--- src/sv/tdss_pkg.sv ---
`default_nettype none
package tdss_pkg;

  localparam int unsigned SHIFT_BITS_DEF = 32;
  localparam int unsigned SEG_WIDTH      = 32;
  localparam int unsigned FIFO_DEPTH     = 2;

  localparam logic PULSE_CLOCK = 1'b0;
  localparam logic PULSE_LATCH = 1'b1;

  localparam logic ACT_NUMBER = 1'b0;
  localparam logic ACT_RAW    = 1'b1;

  typedef struct packed {
    logic        action;
    logic [15:0] number;
    logic [31:0] raw_word;
  } in_word_t;

  typedef struct packed {
    logic pulse_kind;
    logic data_bit;
    logic last_pulse;
  } out_word_t;

  typedef struct packed {
    logic                 valid;
    logic [SEG_WIDTH-1:0] word;
  } seg_xfer_t;

  function automatic logic [12:0] div10(input logic [15:0] n);
    logic [32:0] p;
    p = {17'b0, n} * 33'd52429;
    return p[31:19];
  endfunction

  function automatic logic [3:0] rem10(input logic [15:0] n, input logic [12:0] q);
    logic [15:0] q10;
    q10 = ({3'b0, q} << 3) + ({3'b0, q} << 1);
    return 4'(n - q10);
  endfunction

  function automatic logic [15:0] outer_seg(input logic [3:0] d);
    logic [15:0] s;
    unique case (d)
      4'd0:    s = 16'h7007;
      4'd1:    s = 16'h4001;
      4'd2:    s = 16'h300B;
      4'd3:    s = 16'h600B;
      4'd4:    s = 16'h400D;
      4'd5:    s = 16'h600E;
      4'd6:    s = 16'h700E;
      4'd7:    s = 16'h4003;
      4'd8:    s = 16'h700F;
      4'd9:    s = 16'h600F;
      default: s = 16'h0000;
    endcase
    return s;
  endfunction

  function automatic logic [15:0] middle_seg(input logic [3:0] d);
    logic [15:0] s;
    unique case (d)
      4'd0:    s = 16'h0770;
      4'd1:    s = 16'h0410;
      4'd2:    s = 16'h03B0;
      4'd3:    s = 16'h06B0;
      4'd4:    s = 16'h04D0;
      4'd5:    s = 16'h06E0;
      4'd6:    s = 16'h07E0;
      4'd7:    s = 16'h0430;
      4'd8:    s = 16'h07F0;
      4'd9:    s = 16'h06F0;
      default: s = 16'h0000;
    endcase
    return s;
  endfunction

endpackage
`default_nettype wire

--- src/sv/tdss_front.sv ---
`default_nettype none
module tdss_front (
  input  wire logic               clk_i,
  input  wire logic               rst_ni,
  input  wire logic               push_i,
  output logic                    full_o,
  input  wire tdss_pkg::in_word_t in_word_i,
  output tdss_pkg::seg_xfer_t     wr_o,
  input  wire logic               wr_full_i
);
  import tdss_pkg::*;

  logic        v0_q, v1_q, v2_q;
  logic        act0_q, act1_q, act2_q;
  logic [15:0] num0_q;
  logic [31:0] raw0_q, raw1_q, raw2_q;
  logic [12:0] q1_q;
  logic [9:0]  q2_q;
  logic [3:0]  u1_q, u2_q, t2_q;

  logic        adv0, adv1, adv2, rdy0, rdy1, rdy2;
  logic [12:0] q1_d, q2_full, q3;
  logic [3:0]  u1_d, t2_d, hund;
  logic [31:0] num_word;

  assign adv2 = v2_q && !wr_full_i;
  assign rdy2 = !v2_q || adv2;
  assign adv1 = v1_q && rdy2;
  assign rdy1 = !v1_q || adv1;
  assign adv0 = v0_q && rdy1;
  assign rdy0 = !v0_q || adv0;
  assign full_o = !rdy0;

  // units digit
  assign q1_d = div10(num0_q);
  assign u1_d = rem10(num0_q, q1_d);

  // tens digit
  assign q2_full = div10({3'b0, q1_q});
  assign t2_d    = rem10({3'b0, q1_q}, q2_full);

  // hundreds digit
  assign q3   = div10({6'b0, q2_q});
  assign hund = rem10({6'b0, q2_q}, q3);

  assign num_word = {outer_seg(hund), 16'h0000}
                  | {16'h0000, middle_seg(t2_q) | outer_seg(u2_q)};

  always_comb begin
    wr_o.valid = adv2;
    wr_o.word  = (act2_q == ACT_RAW) ? raw2_q : num_word;
  end

  always_ff @(posedge clk_i or negedge rst_ni) begin
    if (!rst_ni) begin
      v0_q <= 1'b0;
      v1_q <= 1'b0;
      v2_q <= 1'b0;
    end else begin
      if (rdy0) v0_q <= push_i;
      if (rdy1) v1_q <= v0_q;
      if (rdy2) v2_q <= v1_q;
    end
  end

  always_ff @(posedge clk_i) begin
    if (push_i && rdy0) begin
      act0_q <= in_word_i.action;
      num0_q <= in_word_i.number;
      raw0_q <= in_word_i.raw_word;
    end
    if (adv0) begin
      act1_q <= act0_q;
      raw1_q <= raw0_q;
      q1_q   <= q1_d;
      u1_q   <= u1_d;
    end
    if (adv1) begin
      act2_q <= act1_q;
      raw2_q <= raw1_q;
      q2_q   <= q2_full[9:0];
      u2_q   <= u1_q;
      t2_q   <= t2_d;
    end
  end

endmodule
`default_nettype wire

--- src/sv/tdss_fifo.sv ---
`default_nettype none
module tdss_fifo #(
  parameter int unsigned DEPTH = tdss_pkg::FIFO_DEPTH
) (
  input  wire logic                clk_i,
  input  wire logic                rst_ni,
  input  wire tdss_pkg::seg_xfer_t wr_i,
  output logic                     full_o,
  output tdss_pkg::seg_xfer_t      rd_o,
  input  wire logic                pop_i
);
  import tdss_pkg::*;

  localparam int unsigned PW = (DEPTH > 1) ? $clog2(DEPTH) : 1;
  localparam int unsigned CW = $clog2(DEPTH + 1);

  logic [SEG_WIDTH-1:0] mem_q [DEPTH];
  logic [PW-1:0]        wr_ptr_q, wr_ptr_d, rd_ptr_q, rd_ptr_d;
  logic [CW-1:0]        cnt_q, cnt_d;
  logic                 do_pop;

  assign full_o     = (cnt_q == CW'(DEPTH));
  assign rd_o.valid = (cnt_q != '0);
  assign rd_o.word  = mem_q[rd_ptr_q];
  assign do_pop     = pop_i && rd_o.valid;

  always_comb begin
    wr_ptr_d = wr_ptr_q;
    rd_ptr_d = rd_ptr_q;
    cnt_d    = cnt_q;
    if (wr_i.valid) begin
      wr_ptr_d = (wr_ptr_q == PW'(DEPTH - 1)) ? '0 : wr_ptr_q + 1'b1;
    end
    if (do_pop) begin
      rd_ptr_d = (rd_ptr_q == PW'(DEPTH - 1)) ? '0 : rd_ptr_q + 1'b1;
    end
    if (wr_i.valid && !do_pop) begin
      cnt_d = cnt_q + 1'b1;
    end else if (!wr_i.valid && do_pop) begin
      cnt_d = cnt_q - 1'b1;
    end
  end

  always_ff @(posedge clk_i or negedge rst_ni) begin
    if (!rst_ni) begin
      wr_ptr_q <= '0;
      rd_ptr_q <= '0;
      cnt_q    <= '0;
    end else begin
      wr_ptr_q <= wr_ptr_d;
      rd_ptr_q <= rd_ptr_d;
      cnt_q    <= cnt_d;
    end
  end

  always_ff @(posedge clk_i) begin
    if (wr_i.valid) mem_q[wr_ptr_q] <= wr_i.word;
  end

endmodule
`default_nettype wire

--- src/sv/tdss_back.sv ---
`default_nettype none
module tdss_back #(
  parameter int unsigned SHIFT_BITS = tdss_pkg::SHIFT_BITS_DEF
) (
  input  wire logic                clk_i,
  input  wire logic                rst_ni,
  input  wire tdss_pkg::seg_xfer_t rd_i,
  output logic                     pop_o,
  output logic                     empty_o,
  output tdss_pkg::out_word_t      out_word_o,
  input  wire logic                pop_i
);
  import tdss_pkg::*;

  localparam int unsigned CW = $clog2(SHIFT_BITS + 1);

  logic                 busy_q, busy_d;
  logic                 out_v_q, out_v_d;
  logic [CW-1:0]        cnt_q, cnt_d;
  logic [SEG_WIDTH-1:0] sh_q, sh_d;
  out_word_t            out_q, out_d;
  logic                 slot_free;

  assign slot_free  = !out_v_q || pop_i;
  assign empty_o    = !out_v_q;
  assign out_word_o = out_q;

  always_comb begin
    busy_d  = busy_q;
    out_v_d = out_v_q && !pop_i;
    cnt_d   = cnt_q;
    sh_d    = sh_q;
    out_d   = out_q;
    pop_o   = 1'b0;
    if (slot_free) begin
      if (busy_q) begin
        out_v_d = 1'b1;
        if (cnt_q == CW'(SHIFT_BITS)) begin
          out_d  = '{pulse_kind: PULSE_LATCH, data_bit: 1'b0, last_pulse: 1'b1};
          busy_d = 1'b0;
        end else begin
          out_d = '{pulse_kind: PULSE_CLOCK, data_bit: sh_q[0], last_pulse: 1'b0};
          sh_d  = sh_q >> 1;
          cnt_d = cnt_q + 1'b1;
        end
      end else if (rd_i.valid) begin
        // first bit goes out as the word is loaded
        pop_o   = 1'b1;
        out_v_d = 1'b1;
        busy_d  = 1'b1;
        out_d   = '{pulse_kind: PULSE_CLOCK, data_bit: rd_i.word[0], last_pulse: 1'b0};
        sh_d    = rd_i.word >> 1;
        cnt_d   = CW'(1);
      end
    end
  end

  always_ff @(posedge clk_i or negedge rst_ni) begin
    if (!rst_ni) begin
      busy_q  <= 1'b0;
      out_v_q <= 1'b0;
      cnt_q   <= '0;
    end else begin
      busy_q  <= busy_d;
      out_v_q <= out_v_d;
      cnt_q   <= cnt_d;
    end
  end

  always_ff @(posedge clk_i) begin
    sh_q  <= sh_d;
    out_q <= out_d;
  end

endmodule
`default_nettype wire

--- src/sv/three_digit_segment_shifter_core.sv ---
// a pushed word passes the digit-pipeline stages, the word queue and the output register before its first pulse appears
// the serializer emits one pulse per cycle while its output is popped, SHIFT_BITS clock pulses and a latch pulse
//   per word; the digit pipeline and word queue take a new word each cycle while the queue is not full
// reset: asynchronous active low, clears pipeline valids, queue and serializer; nothing pending
`default_nettype none
module three_digit_segment_shifter_core #(
  parameter int unsigned SHIFT_BITS = tdss_pkg::SHIFT_BITS_DEF
) (
  input  wire logic                clk_i,
  input  wire logic                rst_ni,
  input  wire logic                push,
  output logic                     full,
  input  wire tdss_pkg::in_word_t  in_word_i,
  output logic                     empty,
  input  wire logic                pop,
  output tdss_pkg::out_word_t      out_word_o
);
  import tdss_pkg::*;

  seg_xfer_t wr, rd;
  logic      q_full, q_pop;

  tdss_front u_front (
    .clk_i     (clk_i),
    .rst_ni    (rst_ni),
    .push_i    (push),
    .full_o    (full),
    .in_word_i (in_word_i),
    .wr_o      (wr),
    .wr_full_i (q_full)
  );

  tdss_fifo #(
    .DEPTH (FIFO_DEPTH)
  ) u_fifo (
    .clk_i  (clk_i),
    .rst_ni (rst_ni),
    .wr_i   (wr),
    .full_o (q_full),
    .rd_o   (rd),
    .pop_i  (q_pop)
  );

  tdss_back #(
    .SHIFT_BITS (SHIFT_BITS)
  ) u_back (
    .clk_i      (clk_i),
    .rst_ni     (rst_ni),
    .rd_i       (rd),
    .pop_o      (q_pop),
    .empty_o    (empty),
    .out_word_o (out_word_o),
    .pop_i      (pop)
  );

endmodule
`default_nettype wire
--- config.mk ---
export PLATFORM = sky130hd
export DESIGN_NAME = three_digit_segment_shifter_core
export DESIGN_NICKNAME = d
export VERILOG_FILES = /design/src/sv/tdss_pkg.sv /design/src/sv/tdss_front.sv /design/src/sv/tdss_fifo.sv /design/src/sv/tdss_back.sv /design/src/sv/three_digit_segment_shifter_core.sv
export SDC_FILE = /design/constraint.sdc
export NUM_CORES = 1
export LEC_CHECK = 0
export ABC_AREA = 1
export ABC_CLOCK_PERIOD_IN_PS = 5900
export BUFFER_PORTS_ARGS = -buffer_cell sky130_fd_sc_hd__buf_2
export CORE_MARGIN = 2
export CORE_UTILIZATION = 45
export CTS_CLUSTER_DIAMETER = 30
export DETAILED_ROUTE_END_ITERATION = 8
export PLACE_DENSITY_LB_ADDON = 0.15
export SLEW_MARGIN = 5
export SYNTH_ARGS = -nofsm -noshare
export SYNTH_HDL_FRONTEND = slang
export SYNTH_SLANG_ARGS = --single-unit
--- constraint.sdc ---
create_clock -name clk_i -period 5.9 [get_ports clk_i]
set_input_delay 0.59 -clock clk_i [delete_from_list [all_inputs] [get_ports clk_i]]
set_output_delay 0.59 -clock clk_i [all_outputs]
set_load 0.005 [all_outputs]
Word level (Yosys, flattened, before mapping) --
Memories as Yosys holds them, arrays and structs flattened. A register that Yosys moved wholly into a read port is not among the register bits. Cells that the tools add are included.
Word-level totals: register bits 200, RAM bits 64, bits in read-only memories 336, output and inout port bits 5, logic and storage cells 100, memories 4
Memory list:
- (name not given) | words 16, width 7, rd ports 1, clocked after memory_dff 1, write ports 0, RTL line tdss_pkg.sv:45 | unique case (d)
- (name not given) | words 16, width 7, rd ports 1, clocked after memory_dff 1, write ports 0, RTL line tdss_pkg.sv:63 | unique case (d)
- (name not given) | words 16, width 7, rd ports 1, clocked after memory_dff 0, write ports 0, RTL line tdss_pkg.sv:45
- u_fifo.mem_q | words 2, width 32, rd ports 1, clocked after memory_dff 0, write ports 1, RTL line tdss_fifo.sv:17 | logic [SEG_WIDTH-1:0] mem_q [DEPTH];
Operators by class: add/sub/neg operators 11, multipliers 3, eq/ne operators 3, multiplexer cells 26, bitwise gates (word level) 2, reduce and logical (&&, ||, !) cells 26
Operators with widths (count):
- $mux W32 | 4
- $mul A16 B16 Y32 const B | 1
- $or A32 B16 Y32 | 1
- $mul A13 B16 Y29 const B | 1
- $mul A10 B16 Y22 const B | 1
- $mux W6 | 3
- $or A16 B16 Y16 | 1
- $add A4 B4 Y4 | 3
- $mux W1 | 12
- $sub A4 B4 Y4 | 3
- $logic_not A1 Y1 | 9
- $mux W3 | 3
- $logic_and A1 B1 Y1 | 8
- $mux W4 | 2
- $add A6 B1 Y6 const B | 1
- $eq A6 B6 Y1 const B | 1
- $reduce_bool A2 Y1 | 3
- $logic_or A1 B1 Y1 | 4
- $mux W2 | 2
- $reduce_and A3 Y1 | 1
- $add A1 B1 Y1 const B | 2
- $add A2 B1 Y2 const B | 1
- $eq A2 B2 Y1 const B | 1
- $ne A2 B2 Y1 const B | 1
- other kinds (2) | 2

Longest topological paths before layout --
Gate-level depths: netlist of the first run.
depth in word-level cells 9, depth in mapped cells 32

Hierarchy --
A second synthesis of the first run with hierarchy kept.
Unflattened totals: cells, all modules 1954, area total of the unflattened synthesis 20454.6 um^2
Modules (own cells, without submodules):
- tdss_front | times used 1, cells each 1556, area an instance 15899.0 um^2
- tdss_fifo | times used 1, cells each 195, area an instance 2636.3 um^2
- tdss_back | times used 1, cells each 203, area an instance 1919.3 um^2

Least setup slack after synthesis of the first run --
Ideal clock, no wire load.
path type register to register, from reg u_front.num0_q[4], to reg u_front.u1_q[3] (data pin), arrival time 5.242 ns, path slack 0.400 ns, stages on the path, launching flop included 20, buffers on the path 0, period minus slack after synthesis 5.500 ns, cells stage by stage edfxtp_1 > ha_1 > inv_1 > fa_1 > inv_1 > fa_1 > inv_1 > fa_1 > inv_1 > fa_1 > fa_1 > ha_1 > nand2_1 > nor4_1 > a21oi_1 > xnor2_1 > ha_1 > xor2_1 > xor2_1 > xnor2_1
On the way: longest elaborated chain between the ends 3
Ends and longest elaborated chain:
- start: declaration | RTL line tdss_front.sv:15 | logic [15:0] num0_q;
- start signal: assignment | RTL line tdss_front.sv:69 | num0_q <= in_word_i.number;
- $mul A16 B16 Y32 | RTL line tdss_pkg.sv:33 | p = {17'b0, n} * 33'd52429;
- via u_front.q1_d[1] | RTL line tdss_front.sv:22 | logic [12:0] q1_d, q2_full, q3;
- $add A4 B4 Y4 | RTL line tdss_pkg.sv:39 | q10 = ({3'b0, q} << 3) + ({3'b0, q} << 1);
- $sub A4 B4 Y4 | RTL line tdss_pkg.sv:40 | return 4'(n - q10);
- via u_front.u1_d[3] | RTL line tdss_front.sv:23 | logic [3:0] u1_d, t2_d, hund;
- end signal: assignment | RTL line tdss_front.sv:76 | u1_q <= u1_d;
- end: declaration | RTL line tdss_front.sv:19 | logic [3:0] u1_q, u2_q, t2_q;
The timed path passes the listed nets, and every way through them passes these cells. A chain may end at the register's enable or synchronous reset.

Final worst setup path of the first run --
from reg u_front.num0_q[1], to reg u_front.u1_q[3] (data pin)
Same word-level chain as after synthesis.

==> flow_metrics.env, run 1 <==
export IMPL_status="finished clean"
export IMPL_avgSynthCellArea_um2=10.76
export IMPL_synthMuxAreaShare_pct=0.05027
export IMPL_die_x_um=214.4
export IMPL_reg2reg_depth=23
export IMPL_grt_antenna_before_repair=0
export IMPL_synth_xor_area_share_pct=2.111
export IMPL_path_class="flip-flop to flip-flop"
export IMPL_core_area_um2=43930
export IMPL_r2r_start="u_front.num0_q[1]$_DFFE_PP_"
export IMPL_cp_startpoint="u_front.num0_q[1]$_DFFE_PP_"
export IMPL_r2r_setup_slack_ns=0.27
export IMPL_crit_top_cell="inv_1"
export IMPL_portBuffers=57
export IMPL_cp_max_fo=4
export IMPL_ios=58
export IMPL_nets=2513
export IMPL_vias=12632
export IMPL_path_clk_slew_ns=0.05
export IMPL_hold_violations=0
export IMPL_num_rows=77
export IMPL_multi_input_area_um2=10510
export IMPL_final_area_um2=23670
export IMPL_root_buffer="clkbuf_16"
export IMPL_die_height_um=214.4
export IMPL_synth_net_count=2359
export IMPL_rr_endpoint="u_front.u1_q[3]$_DFFE_PP_"
export IMPL_grt_usage_pct=18.31
export IMPL_setup_viol=0
export IMPL_holdCritStartpoint="in_word_i[25]"
export IMPL_synth_main_ff_cell="edfxtp_1"
export IMPL_clk_path_buf_depth=3
export IMPL_yosys_warnings=0
export IMPL_synth_top_family_by_area="adder cells"
export IMPL_setup_tns_ns=0
export IMPL_final_common_cell="inv_1"
export IMPL_grt_pass1_wl_mm=67.31
export IMPL_post_dp_hpwl_mm=31.37
export IMPL_min_period_over_period_pct=95.38
export IMPL_worst_slew_pin_slew_ns=1.110
export IMPL_fill_cells=3926
export IMPL_drv_slew=0
export IMPL_dieArea_um2=45950
export IMPL_diodes=0
export IMPL_wirelength_mm=40.35
export IMPL_synth_fa_ha_area_share_pct=34.55
export IMPL_ys_ff_latch=276
export IMPL_synth_simple_area_share_pct=9.111
export IMPL_initial_utilization_pct=45.32
export IMPL_period_needed_ns=5.628
export IMPL_insertion_delay_ns=0.62
export IMPL_seqCellArea_um2=8073
export IMPL_firstDrtPassIters=4
export IMPL_cp_start_kind="flip-flop"
export IMPL_min_delay_path_class="input port to flip-flop"
export IMPL_dp_cells=2514
export IMPL_worstSetupEndpoint="u_front.u1_q[3]$_DFFE_PP_"
export IMPL_grt_pass1_vias=13532
export IMPL_overflow=0
export IMPL_syn2layout_area_growth_pct=18.88
export IMPL_cp_slowest_cell="fa_1"
export IMPL_drcViolationCount=0
export IMPL_finClkSkew_ns=0.04791
export IMPL_place_area_um2=21130
export IMPL_ys_types=39
export IMPL_drtAntennaViolNets=0
export IMPL_cp_required_ns=6.23
export IMPL_gp_congestion=0.9111
export IMPL_async_flop_share_pct=5.435
export IMPL_crit_path_end_kind="flip-flop"
export IMPL_crit_chain="buf_4 > ha_1 > inv_1 > ha_1 > inv_1 > fa_1 > inv_1 > fa_1 > inv_1 > fa_1 > inv_1 > fa_1 > ha_1 > a21oi_2 > o21ai_0 > a21oi_1 > inv_1 > a21oi_2 > xnor2_2 > ha_2 > xor2_1 > xor2_1 > xnor2_1"
export IMPL_hold_slack_ns=0.1464
export IMPL_cpPeakStageDelay_ns=0.52
export IMPL_cts_buffers=61
export IMPL_grt_max_degree=60
export IMPL_syn_area_um2=19910
export IMPL_cts_tree="yes"
export IMPL_crit_arrival_ns=5.96
export IMPL_syn_inst=1851
export IMPL_drtIter0Drc=540
export IMPL_slew_headroom_pct=25.92
export IMPL_h_tree_depth=2
export IMPL_synth_seq_area_share_pct=40.54
export IMPL_via_per_inst=4.767
export IMPL_clock_sinks=276
export IMPL_synth_enable_flop_cells=247
export IMPL_final_cells=2650
export IMPL_maxCapViolCount=0
export IMPL_fmax_mhz=177.7
export IMPL_synth_compound_area_share_pct=5.655
export IMPL_wire_per_inst_um=15.23
export IMPL_layout_drive_gt1_share_pct=13.85
export IMPL_final_cell_mix="389 x inv_1, 289 x ha_1, 254 x nand2_1"
## sequential cells by signal, summed over array words and instances (netlist names), 4 cells and up
register / cells
u_front.raw0_q: 32
u_front.raw2_q: 32
u_front.raw1_q: 32
u_front.q1_q: 13
u_back.sh_q: 31
u_front.num0_q: 16
u_front.u1_q: 4
u_front.q2_q: 10
u_back.cnt_q: 6
u_front.t2_q: 4
u_front.u2_q: 4
u_front.num_word: 14
u_fifo.mem_q: 64
## layout make-up
cell class / count / share of cell area (%)
clock buffers: 73 / 6.724
clock inverters: 43 / 2.315
inverters: 401 / 6.380
multi-input cells: 1154 / 44.42
flip-flops and latches: 276 / 34.11
well taps: 592 / 3.129
repair buffers: 111 / 2.928
## layer usage
layer / vias up / GRT usage [%] / wire length, µm
li1: 6351 / - / -
met1: 6037 / 22.70 / 17570
met2: 181 / 32.63 / 20420
met3: 63 / 3.177 / 1342
met4: 0 / 5.602 / 1015
met5: - / 0 / 0
## Yosys cell counts, types with 4 or more instances
cell | number | area (µm²)
a21oi_1 | 125 | 625.6
a31oi_1 | 7 | 43.79
clkbuf_1 | 19 | 71.32
dfrtp_1 | 15 | 375.4
dfxtp_1 | 14 | 280.3
edfxtp_1 | 247 | 7417
fa_1 | 158 | 3163
ha_1 | 297 | 3716
inv_1 | 394 | 1479
inv_2 | 5 | 18.77
nand2_1 | 267 | 1002
nand3_1 | 33 | 165.2
nand4_1 | 9 | 56.30
nor2_1 | 90 | 337.8
nor3_1 | 16 | 80.08
nor4_1 | 5 | 31.28
o21ai_0 | 58 | 290.3
o21ai_2 | 4 | 35.03
o21bai_1 | 4 | 30.03
or2_2 | 8 | 50.05
xnor2_1 | 24 | 210.2
xor2_1 | 24 | 210.2
## how the worst min path moves through the flow
| stage | cells after the start | endpoint |
|---|---|---|
| floorplan | 0 | u_back.busy_q$_DFFE_PN0N_ |
| global placement | 0 | u_front.raw2_q[8]$_DFFE_PP_ |
| detailed placement | 0 | u_front.act2_q$_DFFE_PP_ |
| CTS | 1 | u_front.raw0_q[23]$_DFFE_PP_ |
| global route | 1 | u_front.raw0_q[27]$_DFFE_PP_ |
| finish | 1 | u_front.raw0_q[25]$_DFFE_PP_ |
## per-stage QoR
stage,util (%),worst slack [ns]
after detailed placement,48.09,0.009085
after floorplan,-,0.4001
after CTS,52.98,0.01723
after global placement,48.09,0.1048
after global routing,53.88,-0.05089
final,53.88,0.2723
## worst max-delay path: cells and delay by family (launching register included)
kind / cells / cell delay, ns
flops: 1 / 0.42
xor+xnor: 4 / 0.57
compound gates: 4 / 0.64
buf+inv: 7 / 0.56
fa+ha+maj: 8 / 3.18
## cell families after synthesis
group / after synthesis
AO/OA/AOI/OAI: 211
XOR/XNOR: 48
adder cells (fa/ha/maj): 455
buffers and inverters: 421
flip-flops: 276
multiplexers: 1
AND/OR/NAND/NOR: 439
## what timing repair did
| action | in CTS | in global routing |
|---|---|---|
| resized for setup | 0 | 61 |
| hold endpoints to repair | 15 | 0 |
| setup endpoints to repair | 0 | 23 |
| setup buffers | 0 | 19 |
| hold buffers | 1 | 0 |
Power of run 1 is left out: the tool's default activity adds up to more than one toggle a clock period on the data nets, which glitch-free logic cannot reach.
==> inputs of run 2 (changes only) <==
--- a/config.mk
+++ b/config.mk
@@ -7,5 +7,5 @@
 export LEC_CHECK = 0
 export ABC_AREA = 1
-export ABC_CLOCK_PERIOD_IN_PS = 5900
+export ABC_CLOCK_PERIOD_IN_PS = 5000
 export BUFFER_PORTS_ARGS = -buffer_cell sky130_fd_sc_hd__buf_2
 export CORE_MARGIN = 2
==> constraint.sdc (replaced) <==
create_clock -name clk_i -period 5 [get_ports clk_i]
set_input_delay 1 -clock clk_i [delete_from_list [all_inputs] [get_ports clk_i]]
set_output_delay 1 -clock clk_i [all_outputs]
set_load 0.005 [all_outputs]
==> run 2 against run 1 <==
  * The run now ends with setup timing left
  * Core utilization grew 5.2 points
  * Via count rose by 6.5%
  * Final cell count up 6.7%
  * Non-clock buffer count is 189 higher
  * Worst hold slack better by 0.16 ns
  * First-iteration DRC count is 13% higher
  * Setup slack got worse by 0.86 ns
  * Register-to-register slack worse by 0.86 ns
  * Maximum frequency rose by 0.71%
  * Highest routed layer unchanged
==> flow_metrics.env, run 2 (synthesis results as in run 1) <==
export IMPL_status="finished with violations"
export IMPL_violations="setup timing"
export IMPL_diodes=0
export IMPL_cp_slowest_cell="fa_1"
export IMPL_firstDrtPassIters=5
export IMPL_final_common_cell="inv_1"
export IMPL_insertion_delay_ns=0.59
export IMPL_final_cell_mix="359 x inv_1, 257 x ha_1, 247 x edfxtp_1"
export IMPL_cts_tree="yes"
export IMPL_rsz0062_at_grt="true"
export IMPL_portBuffers=57
export IMPL_min_delay_path_class="input port to async pin"
export IMPL_drv_slew=0
export IMPL_die_x_um=214.4
export IMPL_clk_path_buf_depth=3
export IMPL_die_height_um=214.4
export IMPL_fill_cells=3620
export IMPL_initial_utilization_pct=45.32
export IMPL_cp_required_ns=5.35
export IMPL_nets=2697
export IMPL_cts_buffers=56
export IMPL_grt_usage_pct=19.35
export IMPL_cpPeakStageDelay_ns=0.58
export IMPL_crit_top_cell="nand2_2"
export IMPL_vias=13455
export IMPL_root_buffer="clkbuf_16"
export IMPL_num_rows=77
export IMPL_wirelength_mm=43.81
export IMPL_path_clk_slew_ns=0.05
export IMPL_gp_congestion=0.9199
export IMPL_grt_pass1_wl_mm=70.83
export IMPL_wire_per_inst_um=15.49
export IMPL_period_needed_ns=5.588
export IMPL_layout_drive_gt1_share_pct=27.55
export IMPL_syn2layout_area_growth_pct=30.35
export IMPL_cp_num_cells=25
export IMPL_cp_top_family="adder cells"
export IMPL_cp_max_fo=6
export IMPL_reg2reg_depth=25
export IMPL_grt_pass1_vias=14167
export IMPL_finalWorstSetupSlack_ns=-0.5879
export IMPL_overflow=0
export IMPL_finClkSkew_ns=0.03380
export IMPL_core_area_um2=43930
export IMPL_path_class="flip-flop to flip-flop"
export IMPL_grt_antenna_before_repair=0
export IMPL_cp_start_kind="flip-flop"
export IMPL_final_cells=2828
export IMPL_post_dp_hpwl_mm=33.81
export IMPL_hold_violations=0
export IMPL_fmax_mhz=179.0
export IMPL_crit_arrival_ns=5.94
export IMPL_setup_viol=35
export IMPL_h_tree_depth=2
export IMPL_maxCapViolCount=0
export IMPL_slew_headroom_pct=25.61
export IMPL_via_per_inst=4.758
export IMPL_dieArea_um2=45950
export IMPL_regMostFlops="u_fifo.mem_q"
export IMPL_worst_slew_pin_slew_ns=1.115
export IMPL_drcViolationCount=0
export IMPL_min_period_over_period_pct=111.8
export IMPL_grt_max_degree=60
export IMPL_clock_sinks=276
export IMPL_crit_path_end_kind="flip-flop"
export IMPL_largest_register_ffs=64
export IMPL_dp_cells=2687
export IMPL_path_buf_inv=2
export IMPL_drtAntennaViolNets=0
export IMPL_ios=58
export IMPL_drtIter0Drc=609
## run 2: cell count changes in the layout (fill, tap and decap cells not counted), moves of 8 or more
cell / change
nand2_1: -38
a21oi_4: +8
inv_1: -30
nand2_2: +31
o21ai_1: +10
nand3_1: -8
a21oi_1: -12
ha_1: -32
buf_6: +22
inv_2: +28
o21ai_0: -17
ha_4: +29
buf_4: +168
## run 2: stage by stage
step	instance area, µm²	TNS (ns)	worst slack [ns]	hold WS [ns]	utilization, %
floorplan	20290	-2.902	-0.2155	0.4003	-
global placement	22800	-14.09	-0.5589	0.4014	51.90
detailed placement	22800	-15.71	-0.6260	0.4045	51.90
CTS	25410	-11.92	-0.5627	0.2819	57.83
global route	25950	-20.01	-0.8390	0.3114	59.08
finish	25950	-12.58	-0.5879	0.3028	59.08
## run 2: worst paths after layout
kind	startpoint	end	slack (ns)
worst min register to register	u_front.raw1_q[3]$_DFFE_PP_	u_front.raw2_q[3]$_DFFE_PP_	0.39
worst max register to register	u_front.q2_q[8]$_DFFE_PP_	u_fifo.mem_q[0][19]$_DFFE_PP_	-0.59
min in group clk_i	u_front.raw1_q[3]$_DFFE_PP_	u_front.raw2_q[3]$_DFFE_PP_	0.39
max in group asynchronous	rst_ni	u_fifo.wr_ptr_q$_DFFE_PN0P_	4.44
worst min-delay path	rst_ni	u_back.cnt_q[0]$_DFFE_PN0P_	0.30
worst max-delay path	u_front.q2_q[8]$_DFFE_PP_	u_fifo.mem_q[0][19]$_DFFE_PP_	-0.59
## run 2: layer usage
metal  up-vias  track usage, %  wire length (µm)
met1      6514           24.18             19070
met3        56           3.121              1385
met4         0           4.977               767
met2       170           34.88             22590
met5         -               0                 0
li1       6715               -                 -
## run 2: area by class of cell
class	instances	area [µm²]	area share, %
repair buffers	300	2192	8.446
inverters	401	1515	5.838
clock inverters	41	584.3	2.251
clock buffers	64	1431	5.515
well taps	592	740.7	2.854
flip-flops and latches	276	8073	31.10
multi-input cells	1154	11420	43.99
## run 2: timing repair
action                                  CTS  global route
gates resized for setup                 104           116
endpoints found under the setup margin   39            45
endpoints found under the hold margin     0             0
pin swaps                                87           110
setup buffers                            30            18
hold buffers                              0             0
gates cloned                              0             0
Power of run 2 is left out for the same reason.
==> inputs of run 3 (changes only) <==
--- a/config.mk
+++ b/config.mk
@@ -7,5 +7,5 @@
 export LEC_CHECK = 0
 export ABC_AREA = 1
-export ABC_CLOCK_PERIOD_IN_PS = 5000
+export ABC_CLOCK_PERIOD_IN_PS = 4800
 export BUFFER_PORTS_ARGS = -buffer_cell sky130_fd_sc_hd__buf_2
 export CORE_MARGIN = 2
==> constraint.sdc (replaced) <==
create_clock -name clk_i -period 4.8 [get_ports clk_i]
set_input_delay 0.96 -clock clk_i [delete_from_list [all_inputs] [get_ports clk_i]]
set_output_delay 0.96 -clock clk_i [all_outputs]
set_load 0.01 [all_outputs]
==> run 3 against run 2 <==
  * The run still ends with setup timing left
  * Die area unchanged
  * Wire length rose by 0.90%
  * Core utilization rose by 1.0 points
  * Count of clock-buffer cells in the layout rose by 6
  * Via count increased by 2.3%
  * Flip-flop and latch count unchanged
  * Non-clock buffer count rose by 38
  * Global-route usage grew 0.46 points
  * First-iteration DRC count shrank 1.3%
==> flow_metrics.env, run 3 (synthesis results as in run 1) <==
export IMPL_diodes=0
export IMPL_reg2reg_depth=26
export IMPL_grt_pass1_wl_mm=72.88
export IMPL_h_tree_depth=2
export IMPL_r2r_start="u_front.q2_q[8]$_DFFE_PP_"
export IMPL_path_clk_slew_ns=0.05
export IMPL_largest_register_ffs=64
export IMPL_firstDrtPassIters=5
export IMPL_violations="setup timing"
export IMPL_cts_buffers=56
export IMPL_r2r_setup_slack_ns=-0.78
export IMPL_ios=58
export IMPL_fmax_mhz=179.3
export IMPL_regMostFlops="u_fifo.mem_q"
export IMPL_crit_arrival_ns=5.89
export IMPL_drtIter0Drc=601
export IMPL_hold_slack_ns=0.2834
export IMPL_post_place_ws_ns=-0.8524
export IMPL_via_per_inst=4.804
export IMPL_ctsHoldBuffers=0
export IMPL_core_area_um2=43930
export IMPL_vias=13763
export IMPL_rr_endpoint="u_fifo.mem_q[0][30]$_DFFE_PP_"
export IMPL_grt_antenna_before_repair=1
export IMPL_nets=2735
export IMPL_slew_headroom_pct=29.52
export IMPL_insertion_delay_ns=0.58
export IMPL_min_delay_path_class="input port to async pin"
export IMPL_drv_slew=0
export IMPL_layout_drive_gt1_share_pct=29.56
export IMPL_crit_path_end_kind="flip-flop"
export IMPL_worst_slew_pin_slew_ns=1.056
export IMPL_cp_start_kind="flip-flop"
export IMPL_root_buffer="clkbuf_16"
export IMPL_grt_usage_pct=19.81
export IMPL_grt_pass1_vias=15039
export IMPL_initial_utilization_pct=45.32
export IMPL_setup_viol=38
export IMPL_setup_tns_ns=-20.08
export IMPL_syn2layout_area_growth_pct=32.60
export IMPL_min_period_over_period_pct=116.2
export IMPL_die_x_um=214.4
export IMPL_finalWorstSetupSlack_ns=-0.7763
export IMPL_hold_violations=0
export IMPL_maxCapViolCount=0
export IMPL_final_cell_mix="353 x inv_1, 252 x buf_4, 251 x ha_1"
export IMPL_wirelength_mm=44.20
export IMPL_overflow=0
export IMPL_final_common_cell="inv_1"
export IMPL_drtAntennaViolNets=0
export IMPL_cts_tree="yes"
export IMPL_cp_required_ns=5.12
export IMPL_portBuffers=57
export IMPL_gp_congestion=0.9268
export IMPL_num_rows=77
export IMPL_clock_sinks=276
export IMPL_path_class="flip-flop to flip-flop"
export IMPL_drcViolationCount=0
export IMPL_grt_max_degree=60
export IMPL_die_height_um=214.4
export IMPL_wire_per_inst_um=15.43
export IMPL_cp_max_fo=7
export IMPL_dieArea_um2=45950
export IMPL_status="finished with violations"
export IMPL_finClkSkew_ns=0.01946
export IMPL_clk_path_buf_depth=3
export IMPL_period_needed_ns=5.576
export IMPL_post_dp_hpwl_mm=34.03
export IMPL_rsz0062_at_grt="true"
-- run 3: cell types whose count changed in the layout (fill, tap and decap cells not counted), moves of 6 or more --
cell and delta:
nand2_1 +8, buf_4 +31, clkinv_2 +6, ha_4 +8, nand2_2 -13, inv_1 -6
ha_1 -6, buf_6 +7
-- run 3: worst max path at each step --
stage / from / end / slack [ns] / cells after the start
global placement: u_front.q2_q[8]$_DFFE_PP_ / u_fifo.mem_q[0][16]$_DFFE_PP_ / -0.70 / 25
global route: u_front.q2_q[7]$_DFFE_PP_ / u_fifo.mem_q[0][19]$_DFFE_PP_ / -1.09 / 26
floorplan: u_front.num0_q[9]$_DFFE_PP_ / u_front.u1_q[3]$_DFFE_PP_ / -0.42 / 19
detailed placement: u_front.q2_q[8]$_DFFE_PP_ / u_fifo.mem_q[0][30]$_DFFE_PP_ / -0.85 / 25
finish: u_front.q2_q[8]$_DFFE_PP_ / u_fifo.mem_q[0][30]$_DFFE_PP_ / -0.78 / 26
CTS: u_front.q2_q[8]$_DFFE_PP_ / u_fifo.mem_q[0][30]$_DFFE_PP_ / -0.75 / 25
-- run 3: final cells by class --
type / count / area [µm²]
Fill cell: 3584 / 17530
Clock inverter: 34 / 450.4
Inverter: 401 / 1518
Multi-Input combinational cell: 1154 / 11630
Timing Repair Buffer: 338 / 2504
Sequential cell: 276 / 8073
Tap cell: 592 / 740.7
Clock buffer: 70 / 1484
-- run 3: timing repair --
action / in CTS / in global routing
buffers inserted: 40 / 22
resized for setup: 168 / 93
setup endpoints to repair: 42 / 47
pin swaps: 110 / 78
-- run 3: layer usage --
metal	vias up	wire length, µm	global-route usage (%)
met5	-	13	0
met4	2	1390	6.968
met3	88	1572	3.546
met2	210	22470	35.32
met1	6661	18760	24.09
li1	6802	-	-
-- run 3: worst max-delay path, stage by stage (launching register included) --
cell	delay [ns]
edfxtp_1	0.45
ha_4	0.31
inv_2	0.03
fa_1	0.45
fa_1	0.51
inv_2	0.04
fa_1	0.44
fa_1	0.56
ha_4	0.23
a21oi_4	0.15
o21a_1	0.14
nand2_2	0.07
a21oi_2	0.13
o21ai_1	0.09
a21oi_2	0.15
xnor2_1	0.13
ha_2	0.21
xnor2_2	0.11
xnor2_1	0.15
xor2_1	0.28
xor2_1	0.12
nand2_1	0.14
nand2_2	0.13
nand2_1	0.09
nand2_1	0.06
nand2_1	0.07
nand2_2	0.06
-- run 3: per-stage QoR --
step	area, µm²	utilization, %	instances
after CTS	25980	59.13	2854
final	26400	60.10	2865
after global routing	26400	60.10	2865
after global placement	23030	52.43	2714
after detailed placement	23030	52.43	2714
after floorplan	20320	-	1851
Power of run 3 is left out for the same reason.
